`src/rtl/serial_set_time_of_day_clock_core_macros.svh`:
```
// Assertion macros for the serial-set time-of-day clock.
// The including module must provide i_clk and i_rst_n. No other dependencies.
`ifndef SERIAL_SET_TIME_OF_DAY_CLOCK_CORE_MACROS_SVH
`define SERIAL_SET_TIME_OF_DAY_CLOCK_CORE_MACROS_SVH

// Same-cycle implication, held off while reset is asserted
`define SSTOD_ASSERT_SAME(label, ante, cons, msg) \
    label: assert property (@(posedge i_clk) disable iff (!i_rst_n) (ante) |-> (cons)) \
        else $error(msg);

// Next-cycle implication, held off while reset is asserted
`define SSTOD_ASSERT_NEXT(label, ante, cons, msg) \
    label: assert property (@(posedge i_clk) disable iff (!i_rst_n) (ante) |=> (cons)) \
        else $error(msg);

`endif

```
`src/rtl/sstod_pkg.sv`:
```
// Shared types, constants and helper functions for the serial-set time-of-day clock.
// No dependencies.
package sstod_pkg;

    // Item kind carried on the input tuser
    localparam logic FUNC_TICK = 1'b0;
    localparam logic FUNC_CHAR = 1'b1;

    // Characters recognised by the time entry
    localparam logic [7:0] CHAR_COLON = 8'h3A;
    localparam logic [7:0] CHAR_DASH  = 8'h2D;
    localparam logic [7:0] CHAR_ZERO  = 8'h30;
    localparam logic [7:0] CHAR_NINE  = 8'h39;

    // Wrap limits and display-mode phase
    localparam logic [6:0] SEC_LIMIT   = 7'd60;
    localparam logic [6:0] MIN_LIMIT   = 7'd60;
    localparam logic [6:0] HOUR_LIMIT  = 7'd24;
    localparam logic [6:0] DIGIT_LIMIT = 7'd10;
    localparam logic [4:0] PHASE_LIMIT = 5'd20;
    localparam logic [4:0] PHASE_FLIP  = 5'd10;

    // Values after reset
    localparam logic [6:0] HOUR_RESET = 7'd12;
    localparam logic [6:0] MIN_RESET  = 7'd58;
    localparam logic [6:0] SEC_RESET  = 7'd50;

    // Field selected for digit entry
    typedef enum logic [1:0] {
        FIELD_HOUR = 2'd0,
        FIELD_MIN  = 2'd1,
        FIELD_SEC  = 2'd2
    } t_field;

    // One input item
    typedef struct packed {
        logic       func;
        logic [7:0] rx_char;
    } t_item;

    // One result item
    typedef struct packed {
        logic       analog_mode;
        logic [6:0] seconds;
        logic [6:0] minutes;
        logic [6:0] hours;
    } t_time;

    // Restart a field at ten or more, then shift a decimal digit in (v*10 + d)
    function automatic logic [6:0] shift_digit(input logic [6:0] v, input logic [3:0] d);
        logic [6:0] base;
        base = (v >= DIGIT_LIMIT) ? 7'd0 : v;
        return 7'({base, 3'b000} + {base, 1'b0} + {3'b000, d});
    endfunction

endpackage

```
`src/rtl/serial_set_time_of_day_clock_core.sv`:
```
// 24-hour clock with serial time entry, one result per tick or character.
// This block takes one item every clock cycle while the output side takes results, and
// delivers its result after acceptance through the input register, then the result
// register. The rate is set by the time update, which closes its loop through the
// update unit, so items may follow each other without gaps while the output side takes
// them. An item with tuser low is a one-second tick; with tuser high its tdata is a
// received character (':' next field, '-' clear, a digit shifts into the field).
// Time after reset is 12:58:50 with analog mode selected.
// Depends on sstod_pkg, sstod_in_stage, sstod_core and the assertion macro header.
`include "serial_set_time_of_day_clock_core_macros.svh"

module serial_set_time_of_day_clock_core
    import sstod_pkg::*;
(
    input  logic        i_clk,
    input  logic        i_rst_n,
    // input item stream
    input  logic        i_s_axis_tvalid,
    output logic        o_s_axis_tready,
    input  logic [7:0]  i_s_axis_tdata,   // [7:0] rx_char
    input  logic        i_s_axis_tuser,   // [0] func
    // result stream
    output logic        o_m_axis_tvalid,
    input  logic        i_m_axis_tready,
    output logic [23:0] o_m_axis_tdata    // [6:0] hours, [13:7] minutes,
                                          // [20:14] seconds, [21] analog_mode, [23:22] zero
);

    t_item w_in_item;
    t_item w_held_item;
    logic  w_held_valid;
    logic  w_advance;
    t_time w_next;

    logic  r_out_valid;
    logic  n_out_valid;
    t_time r_out;

    assign w_in_item.func    = i_s_axis_tuser;
    assign w_in_item.rx_char = i_s_axis_tdata;

    // Move the held item on when the result register is free or being emptied
    assign w_advance = w_held_valid && (!r_out_valid || i_m_axis_tready);

    sstod_in_stage u_in_stage (
        .i_clk     (i_clk),
        .i_rst_n   (i_rst_n),
        .i_valid   (i_s_axis_tvalid),
        .i_item    (w_in_item),
        .o_ready   (o_s_axis_tready),
        .i_advance (w_advance),
        .o_valid   (w_held_valid),
        .o_item    (w_held_item)
    );

    sstod_core u_core (
        .i_clk     (i_clk),
        .i_rst_n   (i_rst_n),
        .i_advance (w_advance),
        .i_item    (w_held_item),
        .o_next    (w_next)
    );

    // Result register valid flag
    always_comb begin
        if (w_advance) begin
            n_out_valid = 1'b1;
        end else if (i_m_axis_tready) begin
            n_out_valid = 1'b0;
        end else begin
            n_out_valid = r_out_valid;
        end
    end

    always_ff @(posedge i_clk) begin
        if (!i_rst_n) begin
            r_out_valid <= 1'b0;
        end else begin
            r_out_valid <= n_out_valid;
        end
    end

    // Load the updated time as the result
    always_ff @(posedge i_clk) begin
        if (w_advance) begin
            r_out <= w_next;
        end
    end

    assign o_m_axis_tvalid = r_out_valid;
    assign o_m_axis_tdata  = {2'b00, r_out};

    // A moved item always leaves a result waiting in the next cycle
    `SSTOD_ASSERT_NEXT(a_advance_gives_result, w_advance, r_out_valid, "advanced item lost")
    // The input side never accepts into a full stage that is not moving on
    `SSTOD_ASSERT_SAME(a_no_overwrite, o_s_axis_tready, !w_held_valid || w_advance, "input stage overwritten")
    // Results never exceed two decimal digits
    `SSTOD_ASSERT_SAME(a_result_range, r_out_valid, r_out.hours <= 7'd99 && r_out.minutes <= 7'd99 && r_out.seconds <= 7'd99, "time field out of range")

endmodule

```
`src/rtl/sstod_in_stage.sv`:
```
// Input register for the serial-set time-of-day clock: holds one accepted item.
// Depends on sstod_pkg.
module sstod_in_stage
    import sstod_pkg::*;
(
    input  logic  i_clk,
    input  logic  i_rst_n,
    input  logic  i_valid,
    input  t_item i_item,
    output logic  o_ready,
    input  logic  i_advance,
    output logic  o_valid,
    output t_item o_item
);

    logic  r_valid;
    logic  n_valid;
    t_item r_item;
    logic  w_accept;

    // Take a new item when empty or when the held item moves on this cycle
    assign o_ready  = !r_valid || i_advance;
    assign w_accept = i_valid && o_ready;

    always_comb begin
        if (w_accept) begin
            n_valid = 1'b1;
        end else if (i_advance) begin
            n_valid = 1'b0;
        end else begin
            n_valid = r_valid;
        end
    end

    always_ff @(posedge i_clk) begin
        if (!i_rst_n) begin
            r_valid <= 1'b0;
        end else begin
            r_valid <= n_valid;
        end
    end

    // Hold the payload until replaced
    always_ff @(posedge i_clk) begin
        if (w_accept) begin
            r_item <= i_item;
        end
    end

    assign o_valid = r_valid;
    assign o_item  = r_item;

endmodule

```
`src/rtl/sstod_core.sv`:
```
// Time state and its update from one tick or one received character.
// Depends on sstod_pkg.
module sstod_core
    import sstod_pkg::*;
(
    input  logic  i_clk,
    input  logic  i_rst_n,
    input  logic  i_advance,
    input  t_item i_item,
    output t_time o_next
);

    logic [6:0] r_hour;
    logic [6:0] r_min;
    logic [6:0] r_sec;
    t_field     r_field;
    logic [4:0] r_phase;
    logic       r_mode;

    logic [6:0] n_hour;
    logic [6:0] n_min;
    logic [6:0] n_sec;
    t_field     n_field;
    logic [4:0] n_phase;
    logic       n_mode;

    logic [6:0] w_sec_inc;
    logic [6:0] w_min_inc;
    logic [6:0] w_hour_inc;
    logic [4:0] w_phase_inc;
    logic [3:0] w_digit;
    logic       w_is_digit;

    assign w_sec_inc   = 7'(r_sec + 7'd1);
    assign w_min_inc   = 7'(r_min + 7'd1);
    assign w_hour_inc  = 7'(r_hour + 7'd1);
    assign w_phase_inc = 5'(r_phase + 5'd1);
    assign w_digit     = 4'(i_item.rx_char - CHAR_ZERO);
    assign w_is_digit  = (i_item.rx_char >= CHAR_ZERO) && (i_item.rx_char <= CHAR_NINE);

    // Work out the next time from the held item
    always_comb begin
        n_hour  = r_hour;
        n_min   = r_min;
        n_sec   = r_sec;
        n_field = r_field;
        n_phase = r_phase;
        n_mode  = r_mode;
        if (i_item.func == FUNC_TICK) begin
            // flip display mode every tenth tick
            if (r_phase == 5'd0 || r_phase == PHASE_FLIP) begin
                n_mode = !r_mode;
            end
            // advance seconds, carry into minutes and hours
            if (w_sec_inc >= SEC_LIMIT) begin
                n_sec = 7'd0;
                if (w_min_inc >= MIN_LIMIT) begin
                    n_min  = 7'd0;
                    n_hour = (w_hour_inc >= HOUR_LIMIT) ? 7'd0 : w_hour_inc;
                end else begin
                    n_min = w_min_inc;
                end
            end else begin
                n_sec = w_sec_inc;
            end
            n_phase = (w_phase_inc >= PHASE_LIMIT) ? 5'd0 : w_phase_inc;
        end else if (i_item.rx_char == CHAR_COLON) begin
            // step to the next field, stopping at seconds
            case (r_field)
                FIELD_HOUR: n_field = FIELD_MIN;
                FIELD_MIN:  n_field = FIELD_SEC;
                default:    n_field = FIELD_SEC;
            endcase
        end else if (i_item.rx_char == CHAR_DASH) begin
            // clear the time and return to hours
            n_hour  = 7'd0;
            n_min   = 7'd0;
            n_sec   = 7'd0;
            n_field = FIELD_HOUR;
        end else if (w_is_digit) begin
            // shift the digit into the selected field
            case (r_field)
                FIELD_HOUR: n_hour = shift_digit(r_hour, w_digit);
                FIELD_MIN:  n_min  = shift_digit(r_min, w_digit);
                default:    n_sec  = shift_digit(r_sec, w_digit);
            endcase
        end
    end

    // Commit the update when the item moves to the result register
    always_ff @(posedge i_clk) begin
        if (!i_rst_n) begin
            r_hour  <= HOUR_RESET;
            r_min   <= MIN_RESET;
            r_sec   <= SEC_RESET;
            r_field <= FIELD_HOUR;
            r_phase <= 5'd0;
            r_mode  <= 1'b1;
        end else if (i_advance) begin
            r_hour  <= n_hour;
            r_min   <= n_min;
            r_sec   <= n_sec;
            r_field <= n_field;
            r_phase <= n_phase;
            r_mode  <= n_mode;
        end
    end

    assign o_next.hours       = n_hour;
    assign o_next.minutes     = n_min;
    assign o_next.seconds     = n_sec;
    assign o_next.analog_mode = n_mode;

endmodule

```
`config.mk`:
```
export PLATFORM = sky130hd
export DESIGN_NAME = serial_set_time_of_day_clock_core
export DESIGN_NICKNAME = d
export VERILOG_FILES = /design/src/rtl/sstod_pkg.sv /design/src/rtl/serial_set_time_of_day_clock_core.sv /design/src/rtl/sstod_in_stage.sv /design/src/rtl/sstod_core.sv
export VERILOG_INCLUDE_DIRS = /design/src /design/src/rtl
export SDC_FILE = /design/constraint.sdc
export NUM_CORES = 1
export LEC_CHECK = 0
export BUFFER_PORTS_ARGS = -buffer_cell sky130_fd_sc_hd__buf_2
export CAP_MARGIN = 20
export CORE_AREA = 2 2 84 119
export DETAILED_ROUTE_END_ITERATION = 12
export DIE_AREA = 0 0 86 121
export HOLD_SLACK_MARGIN = 0.1
export PLACE_DENSITY = 0.71
export SYNTH_ARGS = -nofsm -noshare
export SYNTH_HDL_FRONTEND = slang
export SYNTH_SLANG_ARGS = --single-unit
```
`constraint.sdc`:
```
create_clock -name i_clk -period 6.7 [get_ports i_clk]
set_input_delay 1.34 -clock i_clk [delete_from_list [all_inputs] [get_ports i_clk]]
set_output_delay 1.34 -clock i_clk [all_outputs]
set_load 0.01 [all_outputs]
```
==> impl_metrics.toml, run 1 <==
[place]
portbufs = 36
place_hpwl_mm = 8.22
numPlacedInstances = 631
gp_congestion = 0.952

[synthesis]
avgSynthCellArea_um2 = 8.78
synth_enable_flop_cells = 31
postSynthRegisterBits = 62
synth_largest_area_cell = "edfxtp_1"
synthArstFlopShare_pct = 0
yosysSeqAreaShare_pct = 33.9
synthesis.area_um2 = 4580
number_of_warning_messages_in_the_yosys_log = 0
synth_cells = 521
synth_top_area_share_pct = 20.3
yosys.cell_types.count = 83
synth_ff_type = "edfxtp_1"
netlist_top_cells_area = "edfxtp_1 20%, dfxtp_1 14%, ha_1 7.4%"

[floorplanning]
initial_util_pct = 49.2
core_region_area_um2 = 9300
boundaryPins = 39
fp.dieH_um = 121
placementRows = 42
die_w_um = 86
die_area_um2 = 10400

[setup_path]
timing.critical_path.slowest_cell_delay_ns = 0.53
top_delay_family_on_crit_path = "compound AO/OA/AOI/OAI gates"
path_cells = "inv_1, ha_1, or3_1, a21boi_1, nand2_1, xnor2_1, ha_1, fa_1, a21o_1, a21oi_1, xnor2_1, xnor2_1, a22oi_1, mux2i_1"
arrival_ns = 3.81
end_kind = "flop"
timing.critical_path.fanout_max = 12
critical_path_class = "flop to flop"
crit_path_start_kind = "flop"
cpMaxStageDelayCell = "dfxtp_1"
timing.critical_path.buf_inv = 1
cp_data_required_time_ns = 6.76
most_frequent_cp_cell = "xnor2_1"

[final_layout]
finish.net_count = 575
area_delta_synth_final_pct = 9.10
fraction_of_final_layout_cells_sized_beyond_drive_strength_1_pct = 12.1
multi_input_area_um2 = 2760
post_layout_nonfiller_instances = 647
antenna_cells = 0
register_area_um2 = 1550
fill_cells = 838

[cts]
clock_tree.buffer_depth = 2
cts_sinks = 62
cts_max_level = 3
post_cts_resized = 0
cts_buffers = 9
post-cts-setup-buffers = 0
cts_tree = "yes"
clock-root-buffer = "clkbuf_16"
hold_buffers = 0
clk_latency_ns = 0.34
worst_setup_hold_path_clk_slew_ns = 0.06

[global_route]
antenna_violations_before_repair = 0
grt_first_pass_wirelength_mm = 18.9
via_count_of_the_first_global_routing_pass = 3870
grt_start_max_net_pins = 35
grt_overflow = 0
grt_overall_usage_pct = 23.3

[sta]
grt_setup_unrepaired = "no"
slew-limit-headroom_pct = 38.3
max_slew.worst_pin.slew_ns = 0.923
final_hold_viols = 0
max_clock_freq_mhz = 267
post-route-period-util_pct = 56.0
setup_tns_ns = 0
timing.final.crit_period_ns = 3.75
report.final.slew_viol_count = 0
setup_viol = 0
largest_clock_skew_in_the_final_design_ns = 0.0111

[detailed_routing]
drt_iter0_markers = 399
viasPerCell = 6.38
wirelength_mm = 11.7
drt_pre_antenna_iters = 5
drcViolationCount = 0
routed-via-count = 4126
postRouteAntennaNets = 0
wire_per_inst_um = 18.1

[power]
max-vdd-ir-drop_mv = 0.142
total_leakage_power_nw = 1.98
power.density_nw_per_um2 = 204

[min_path]
hold_path_class = "flop to flop"

[run_status]
outcome = "finished clean"

[flow_run]
max-cap-violations = 0
[Yosys cell counts (3+ instances only)]
cell type,count
o31ai_1,5
edfxtp_1,31
nand3_1,30
mux2i_1,4
inv_1,18
buf_6,3
clkbuf_1,24
buf_4,4
and3_1,14
a21oi_1,32
a221o_1,3
a211oi_1,4
fa_1,3
nand4_1,9
a31oi_1,10
buf_2,13
and2_1,7
nand4bb_1,3
dfxtp_1,31
or3_1,3
xor2_1,11
o21ai_0,25
o211ai_1,6
nor3_1,11
a31o_2,3
a22oi_1,3
o21ai_1,5
xnor2_1,14
nor4_1,4
a211o_1,3
ha_1,27
nand2b_1,3
nor2_1,24
o31a_1,4
nand2_1,48
a21o_1,11
o21a_1,9
[routing by layer]
metal  vias up  global-route usage, %  share of wire (%)
li1       1971                      -                  -
met5         -                      0                  0
met1      1975                   27.8                 41
met2       140                   38.0                 49
met3        40                   4.56                5.5
met4         0                   14.6                5.0
[flip-flops by register name, summed over array words and instances, names as in the netlist]
| name | cells |
|---|---|
| o_m_axis_tdata | 22 |
| u_core.r_field | 2 |
| u_core.r_hour | 7 |
| u_in_stage.o_item | 9 |
| u_core.r_phase | 5 |
| u_in_stage.o_valid | 1 |
| u_core.r_min | 7 |
| u_core.r_sec | 7 |
| u_core.r_mode | 1 |
| o_m_axis_tvalid | 1 |
[layout by cell type (no fill, tap or decap), types with 9 or more instances in the layout]
cell type,synthesis,final
nand2_1,48,48
nand4_1,9,9
a31oi_1,10,10
xnor2_1,14,14
o21a_1,9,9
inv_1,18,18
ha_1,27,27
a21o_1,11,11
xor2_1,11,11
nand3_1,30,30
and3_1,14,14
nor2_1,24,24
clkbuf_16,0,9
edfxtp_1,31,31
dfxtp_1,31,31
a21oi_1,32,32
o21ai_0,25,25
nor3_1,11,11
buf_2,13,36
[final cells by class]
type | instances | area share [%]
clock inverter | 3 | 0.802
tap | 110 | 2.76
inverter | 18 | 1.35
clock buffer | 13 | 4.81
multi-input combinational | 403 | 55.3
timing repair buffer | 38 | 3.91
sequential | 62 | 31.1
[power breakdown]
part	internal, mW	total, mW	switching, mW
logic	0.0504	0.128	0.0774
registers	0.418	0.440	0.0224
clock network	0.287	0.450	0.163
[worst paths after layout]
check / startpoint / endpoint / slack, ns / cells after the start
worst max-delay path: u_core.r_hour[0] / o_m_axis_tdata[6] / 2.95 / 14
worst min-delay path: u_in_stage.o_valid / o_m_axis_tvalid / 0.53 / 2
worst max register to register: u_core.r_hour[0] / o_m_axis_tdata[6] / 2.95 / 14
worst min register to register: u_in_stage.o_valid / o_m_axis_tvalid / 0.53 / 2
[worst reg2reg max path: stages, from the launching register on]
cell and delay [ns]:
dfxtp_1 0.53, inv_1 0.15, ha_1 0.21, or3_1 0.32, a21boi_1 0.34, nand2_1 0.14
xnor2_1 0.16, ha_1 0.24, fa_1 0.41, a21o_1 0.21, a21oi_1 0.19, xnor2_1 0.16
xnor2_1 0.08, a22oi_1 0.22, mux2i_1 0.11
[logic make-up after synthesis]
kind of cell	Yosys count	synth area share, %
xor+xnor	25	4.78
fa+ha+maj	30	8.69
simple gates	174	19.9
other cells	1	0.0819
flops	62	33.9
mux	4	0.875
buf+inv	63	6.34
compound gates	162	25.4
[through the flow]
step / hold slack, ns / util (%) / cell area, um^2 / setup slack, ns / power [mW]
3_5_place_dp: 0.530 / 50.7 / 4710 / 3.00 / 0.573
4_1_cts: 0.532 / 53.7 / 4990 / 3.00 / 1.02
5_1_grt: 0.571 / 53.7 / 4990 / 2.72 / 1.05
3_3_place_gp: 0.516 / 50.7 / 4710 / 3.14 / 0.569
6_report: 0.533 / 53.7 / 4990 / 2.95 / 1.02
2_1_floorplan: 0.486 / - / 4600 / 3.36 / 0.539
No activity file was read; power rests on OpenSTA's default activity.
==> inputs of run 2 (changes only) <==
Settings changed: ABC_AREA set to 1, CORE_AREA 2 2 84 119 to 2 2 84 118, DIE_AREA 0 0 86 121 to 0 0 86 120, PLACE_DENSITY 0.71 to 0.72.
Clock period 6.7 ns to 3.66 ns, I/O delays scaled along.
==> run 2 against run 1 <==
  * Setup slack worse by 2.7 ns
  * Via count grew 1.1%
  * Clock power is 110% higher
  * Sequential share of layout area down 0.92 points
  * Sequential power up 87%
  * Total power is 110% higher
  * Highest routed layer unchanged
==> impl_metrics.toml, run 2 <==
[run_status]
outcome = "finished clean"

[synthesis]
postSynthRegisterBits = 62
synth_compound_gate_area_share_pct = 11.4
synth_enable_flop_cells = 31
yosys.cell_types.count = 44
netlist_top_cells_area = "edfxtp_1 20%, nand2_1 14%, dfxtp_1 14%"
synth.cells.most_frequent = "170 x nand2_1, 68 x inv_1, 57 x nand3_1, 39 x a21oi_1, 33 x nor2_1"
most_numerous_cell_in_the_yosys_netlist = "nand2_1"
yosys.area_share.simple_pct = 33.3
synth_cells = 613
synth_largest_area_cell = "edfxtp_1"
synth_top_area_share_pct = 20.5
post_synth_xor_area_fraction_pct = 3.83
muxShareOfSynthArea_pct = 0
number_of_warning_messages_in_the_yosys_log = 0
avgSynthCellArea_um2 = 7.41
synth_ff_type = "edfxtp_1"
dominant_combinational_cell_family_by_area_after_synthesis = "simple AND/OR/NAND/NOR gates"
synth_fa_ha_area_share_pct = 8.76
synthArstFlopShare_pct = 0
synthesis.area_um2 = 4540
yosysSeqAreaShare_pct = 34.2

[detailed_routing]
postRouteAntennaNets = 0
routed-via-count = 4172
viasPerCell = 5.43
drt_iter0_markers = 251
wire_per_inst_um = 14.1
wirelength_mm = 10.8
drt_pre_antenna_iters = 5
drcViolationCount = 0

[cts]
cts_tree = "yes"
worst_setup_hold_path_clk_slew_ns = 0.06
hold_buffers = 0
cts_max_level = 3
cts_buffers = 9
clk_latency_ns = 0.34
cts_sinks = 62
post-cts-setup-buffers = 0
clock_tree.buffer_depth = 2
clock-root-buffer = "clkbuf_16"

[sta]
report.final.slew_viol_count = 0
slew-limit-headroom_pct = 34.8
setup_viol = 0
max_clock_freq_mhz = 295
post-route-period-util_pct = 92.5
setup_tns_ns = 0
largest_clock_skew_in_the_final_design_ns = 0.00772
grt_setup_unrepaired = "no"
max_slew.worst_pin.slew_ns = 0.972
final_hold_viols = 0
timing.final.crit_period_ns = 3.38

[power]
power_report.internal_total_mw = 1.57
max-vdd-ir-drop_mv = 0.366
power.density_nw_per_um2 = 419
combinationalPowerShare_pct = 17.1
share_seq_of_total_power_pct = 38.2
switching_share_pct = 27.1
clock_power_share_pct = 44.7
total_leakage_power_nw = 2.54
p_total_mw = 2.16
power.switching_uw = 586

[place]
portbufs = 36
place_hpwl_mm = 7.80
gp_congestion = 0.894

[final_layout]
commonest_non_fill_non_tap_cell_in_the_layout = "nand2_1"
final_cell_mix = "170 x nand2_1, 68 x inv_1, 57 x nand3_1, 39 x a21oi_1, 36 x buf_2"
number_of_flip_flops_in_the_largest_register = 22
area_delta_synth_final_pct = 13.4
finish.net_count = 697
antenna_cells = 0
fraction_of_final_layout_cells_sized_beyond_drive_strength_1_pct = 16.5

[global_route]
grt_overflow = 0
gr-usage-met3_pct = 4.75
gr-max-usage-layer = "met2"
use_met1_pct = 25.3
antenna_violations_before_repair = 0
grt_first_pass_wirelength_mm = 18.2
grt_start_max_net_pins = 30
grt_overall_usage_pct = 22.2
met2_layer_usage_reported_by_global_route_pct = 39.2
via_count_of_the_first_global_routing_pass = 3973

[setup_path]
timing.critical_path.buf_inv = 3
timing.critical_path.to = "o_m_axis_tdata[20]"
reg2reg_from = "u_core.r_sec[0]"
worstSetupPathDepth = 20
crit_path_start_kind = "flop"
most_frequent_cp_cell = "nand2_1"
cp_data_required_time_ns = 3.75
cpMaxStageDelayCell = "dfxtp_1"
worst_r2r_path_depth = 20
top_delay_family_on_crit_path = "simple AND/OR/NAND/NOR gates"
rrSetupSlack_ns = 0.28
crit_start = "u_core.r_sec[0]"
arrival_ns = 3.48
path_cells = "inv_1, ha_1, nor2_1, nand2_1, nand2_1, nand2_1, inv_1, nand2_1, xnor2_1, ha_1, fa_1, nand3_1, nand2_1, or2_2, nand3_1, nand3_1, nand2_1, nand2_1, nand2_1, inv_1"
timing.critical_path.slowest_cell_delay_ns = 0.50
timing.critical_path.fanout_max = 7
end_kind = "flop"
critical_path_class = "flop to flop"
r2r-end = "o_m_axis_tdata[20]"

[floorplanning]
initial_util_pct = 48.8
die_w_um = 86
core_region_area_um2 = 9300
boundaryPins = 39
placementRows = 42
die_area_um2 = 10300
fp.dieH_um = 120

[min_path]
hold_path_class = "flop to flop"

[flow_run]
max-cap-violations = 0
run 2: cell count changes after synthesis, moves of 10 or more:
cell      change
a21o_1       -10
inv_1        +50
nand2_2      +15
nand3_1      +27
clkbuf_1     -18
nand2_1     +122
and3_1       -14
a31oi_1      -10
nand3_2      +10
run 2: repair_timing:
action	4_1_cts	5_1_grt
setup endpoints to repair	0	2
hold endpoints to repair	0	0
resized for setup	0	1
run 2: logic make-up after synthesis:
| family | count (synthesis) |
|---|---|
| buffers and inverters | 94 |
| adders and majority gates | 30 |
| xor gates and xnor gates | 19 |
| and+or+nand+nor | 319 |
| other | 1 |
| DFF | 62 |
| AOI/OAI and AO/OA | 88 |
run 2: per-stage QoR:
step	util, %	hold WS, ns	cells	setup slack [ns]	area [um^2]
after global placement	51.8	0.472	753	0.390	4820
after floorplan	-	0.458	620	0.662	4570
final	55.4	0.501	769	0.275	5150
after global routing	55.4	0.523	769	0.0277	5150
after CTS	55.4	0.500	769	0.281	5150
after detailed placement	51.8	0.483	753	0.298	4820
run 2: worst min-delay path: stages (launching register included):
cell and delay (ns):
dfxtp_1 0.35, a21oi_1 0.07, o21ai_0 0.06
run 2: how the worst min path moves through the flow:
| stage | from | to | slack, ns | depth (start not counted) |
|---|---|---|---|---|
| floorplan | u_core.r_field[0] | u_core.r_field[0] | 0.46 | 2 |
| global placement | u_core.r_field[0] | u_core.r_field[0] | 0.47 | 2 |
| detailed placement | u_core.r_field[0] | u_core.r_field[0] | 0.48 | 2 |
| CTS | u_core.r_field[0] | u_core.r_field[0] | 0.50 | 2 |
| global route | u_core.r_field[0] | u_core.r_field[0] | 0.52 | 2 |
| finish | u_core.r_mode | u_core.r_mode | 0.50 | 2 |
run 2: power by group through the flow:
stage                     Sequential (mW)  Combinational (mW)  Clock (mW)
final                               0.824               0.370       0.965
after global routing                0.829               0.417        1.00
after CTS                           0.823               0.369       0.976
after detailed placement            0.837               0.366           0
after global placement              0.835               0.358           0
after floorplan                     0.831               0.284           0
run 2: layer usage:
layer,routed length (um),vias to the layer above
met4,330,0
met3,505,29
li1,-,2097
met2,5660,133
met5,0,-
met1,4360,1913
run 2: layout make-up:
cell class / instances / area [um^2]
clock buffers: 12 / 236
inverters: 78 / 293
multi-input cells: 464 / 2630
well taps: 110 / 138
repair buffers: 39 / 203
fillers: 877 / 4150
flip-flops and latches: 62 / 1550
clock inverters: 4 / 95.1
==> inputs of run 3 (changes only) <==
Clock period 3.66 ns to 4.14 ns, I/O delays scaled along.
==> run 3 against run 2 <==
  * Clock skew decreased by 0.0012 ns
  * Maximum frequency is 0.44% higher
  * Cell count stayed put
  * Global-route usage about the same
  * Critical path depth down 2
  * Combinational power is 11% lower
  * Clock-buffer cell count down 3
  * Sequential power shrank 12%
  * Critical path type unchanged
  * Largest cell class unchanged
==> impl_metrics.toml, run 3 (synthesis gave the netlist of run 2 again) <==
[run_status]
outcome = "finished clean"

[global_route]
grt_first_pass_wirelength_mm = 18.2
antenna_violations_before_repair = 0
use_met1_pct = 26.2
met2_layer_usage_reported_by_global_route_pct = 38.3
grt_overall_usage_pct = 22.2
grt_overflow = 0
grt_start_max_net_pins = 29
gr-usage-met3_pct = 3.30
gr-max-usage-layer = "met2"
via_count_of_the_first_global_routing_pass = 4062

[place]
place_hpwl_mm = 7.60
gp_congestion = 0.919
pre_cts_ws_ns = 0.796
portbufs = 36

[final_layout]
number_of_flip_flops_in_the_largest_register = 22
final_cell_mix = "170 x nand2_1, 68 x inv_1, 57 x nand3_1, 39 x a21oi_1, 36 x buf_2"
register_area_um2 = 1550
commonest_non_fill_non_tap_cell_in_the_layout = "nand2_1"
fill_cells = 865
area_delta_synth_final_pct = 14.0
antenna_cells = 0
finish.net_count = 697
fraction_of_final_layout_cells_sized_beyond_drive_strength_1_pct = 16.7
multi_input_area_um2 = 2630

[detailed_routing]
drcViolationCount = 0
drt_pre_antenna_iters = 6
routed-via-count = 4204
wire_per_inst_um = 14.0
viasPerCell = 5.47
postRouteAntennaNets = 0
wirelength_mm = 10.8
drt_iter0_markers = 314

[setup_path]
cpMaxStageDelayCell = "dfxtp_1"
end_kind = "flop"
top_delay_family_on_crit_path = "adder cells"
timing.critical_path.buf_inv = 2
cp_data_required_time_ns = 4.23
arrival_ns = 3.46
most_frequent_cp_cell = "nand2_1"
worst_r2r_path_depth = 18
path_cells = "inv_1, ha_1, nor2_1, nand2_1, a21oi_2, inv_1, nor2_1, xnor2_1, ha_1, fa_1, nand3_1, nand3b_1, nand2_1, o21ai_1, nand2_1, nand2_1, nand4_1, nand2_1"
timing.critical_path.slowest_cell_delay_ns = 0.53
worstSetupPathDepth = 18
crit_path_start_kind = "flop"
critical_path_class = "flop to flop"
timing.critical_path.fanout_max = 10

[floorplanning]
core_region_area_um2 = 9300
boundaryPins = 39
initial_util_pct = 48.8
die_area_um2 = 10300
fp.dieH_um = 120
placementRows = 42
die_w_um = 86

[sta]
timing.final.crit_period_ns = 3.37
slew-limit-headroom_pct = 35.1
post-route-period-util_pct = 81.4
largest_clock_skew_in_the_final_design_ns = 0.00650
timing.final.ws_setup_ns = 0.770
final_hold_viols = 0
setup_tns_ns = 0
max_slew.worst_pin.slew_ns = 0.972
setup_viol = 0
report.final.slew_viol_count = 0
grt_setup_unrepaired = "no"
max_clock_freq_mhz = 297

[power]
max-vdd-ir-drop_mv = 0.249
switching_share_pct = 27.0
share_seq_of_total_power_pct = 36.7
power.switching_uw = 535
power.density_nw_per_um2 = 383
total_leakage_power_nw = 2.55
combinationalPowerShare_pct = 16.5
clock_power_share_pct = 46.8
power_report.internal_total_mw = 1.45

[cts]
cts_max_level = 3
clock-root-buffer = "clkbuf_16"
post-cts-setup-buffers = 0
cts_buffers = 9
cts_tree = "yes"
hold_buffers = 0
post_cts_resized = 0
cts_sinks = 62
clock_tree.buffer_depth = 2
worst_setup_hold_path_clk_slew_ns = 0.05
clk_latency_ns = 0.34

[flow_run]
max-cap-violations = 0

[min_path]
hold_path_class = "flop to flop"
timing.hold.worst_path_depth = 2
==> run 3: cell type report <==
cell class / count / area share (%)
Clock inverter: 7 / 2.63
Inverter: 78 / 5.65
Timing Repair Buffer: 39 / 3.91
Sequential cell: 62 / 30.0
Multi-Input combinational cell: 464 / 50.8
Clock buffer: 9 / 4.35
Tap cell: 110 / 2.66
==> run 3: worst paths after layout <==
kind | startpoint | end | slack (ns)
max | u_core.r_min[0] | o_m_axis_tdata[13] | 0.77
min | u_core.r_mode | u_core.r_mode | 0.50
max reg2reg | u_core.r_min[0] | o_m_axis_tdata[13] | 0.77
min reg2reg | u_core.r_mode | u_core.r_mode | 0.50
==> run 3: power by group through the flow <==
stage	clock, mW	combinational [mW]	sequential (mW)
floorplan	0	0.251	0.735
global placement	0	0.316	0.738
global route	0.966	0.371	0.732
detailed placement	0	0.324	0.739
finish	0.927	0.328	0.728
CTS	0.936	0.328	0.727
==> run 3: per-stage QoR <==
stage               power (mW)  area, um^2  instances  utilization [%]  hold WS, ns
floorplan                0.986        4570        620                -        0.458
global placement          1.05        4820        753             51.8        0.471
detailed placement        1.06        4820        753             51.8        0.487
CTS                       1.99        5180        769             55.7        0.501
global route              2.07        5180        769             55.7        0.523
finish                    1.98        5180        769             55.7        0.499
==> run 3: routing by layer <==
| metal | wire, um | vias up | share of wire (%) |
|---|---|---|---|
| met3 | 444 | 26 | 4.1 |
| met1 | 4450 | 1947 | 41 |
| met2 | 5560 | 128 | 52 |
| li1 | - | 2103 | - |
| met5 | 0 | - | 0 |
| met4 | 314 | 0 | 2.9 |
==> run 3: tightest hold or removal path, cell delays in order, from the launching register on <==
cell     delay [ns]
dfxtp_1        0.34
a21oi_1        0.07
o21ai_0        0.06
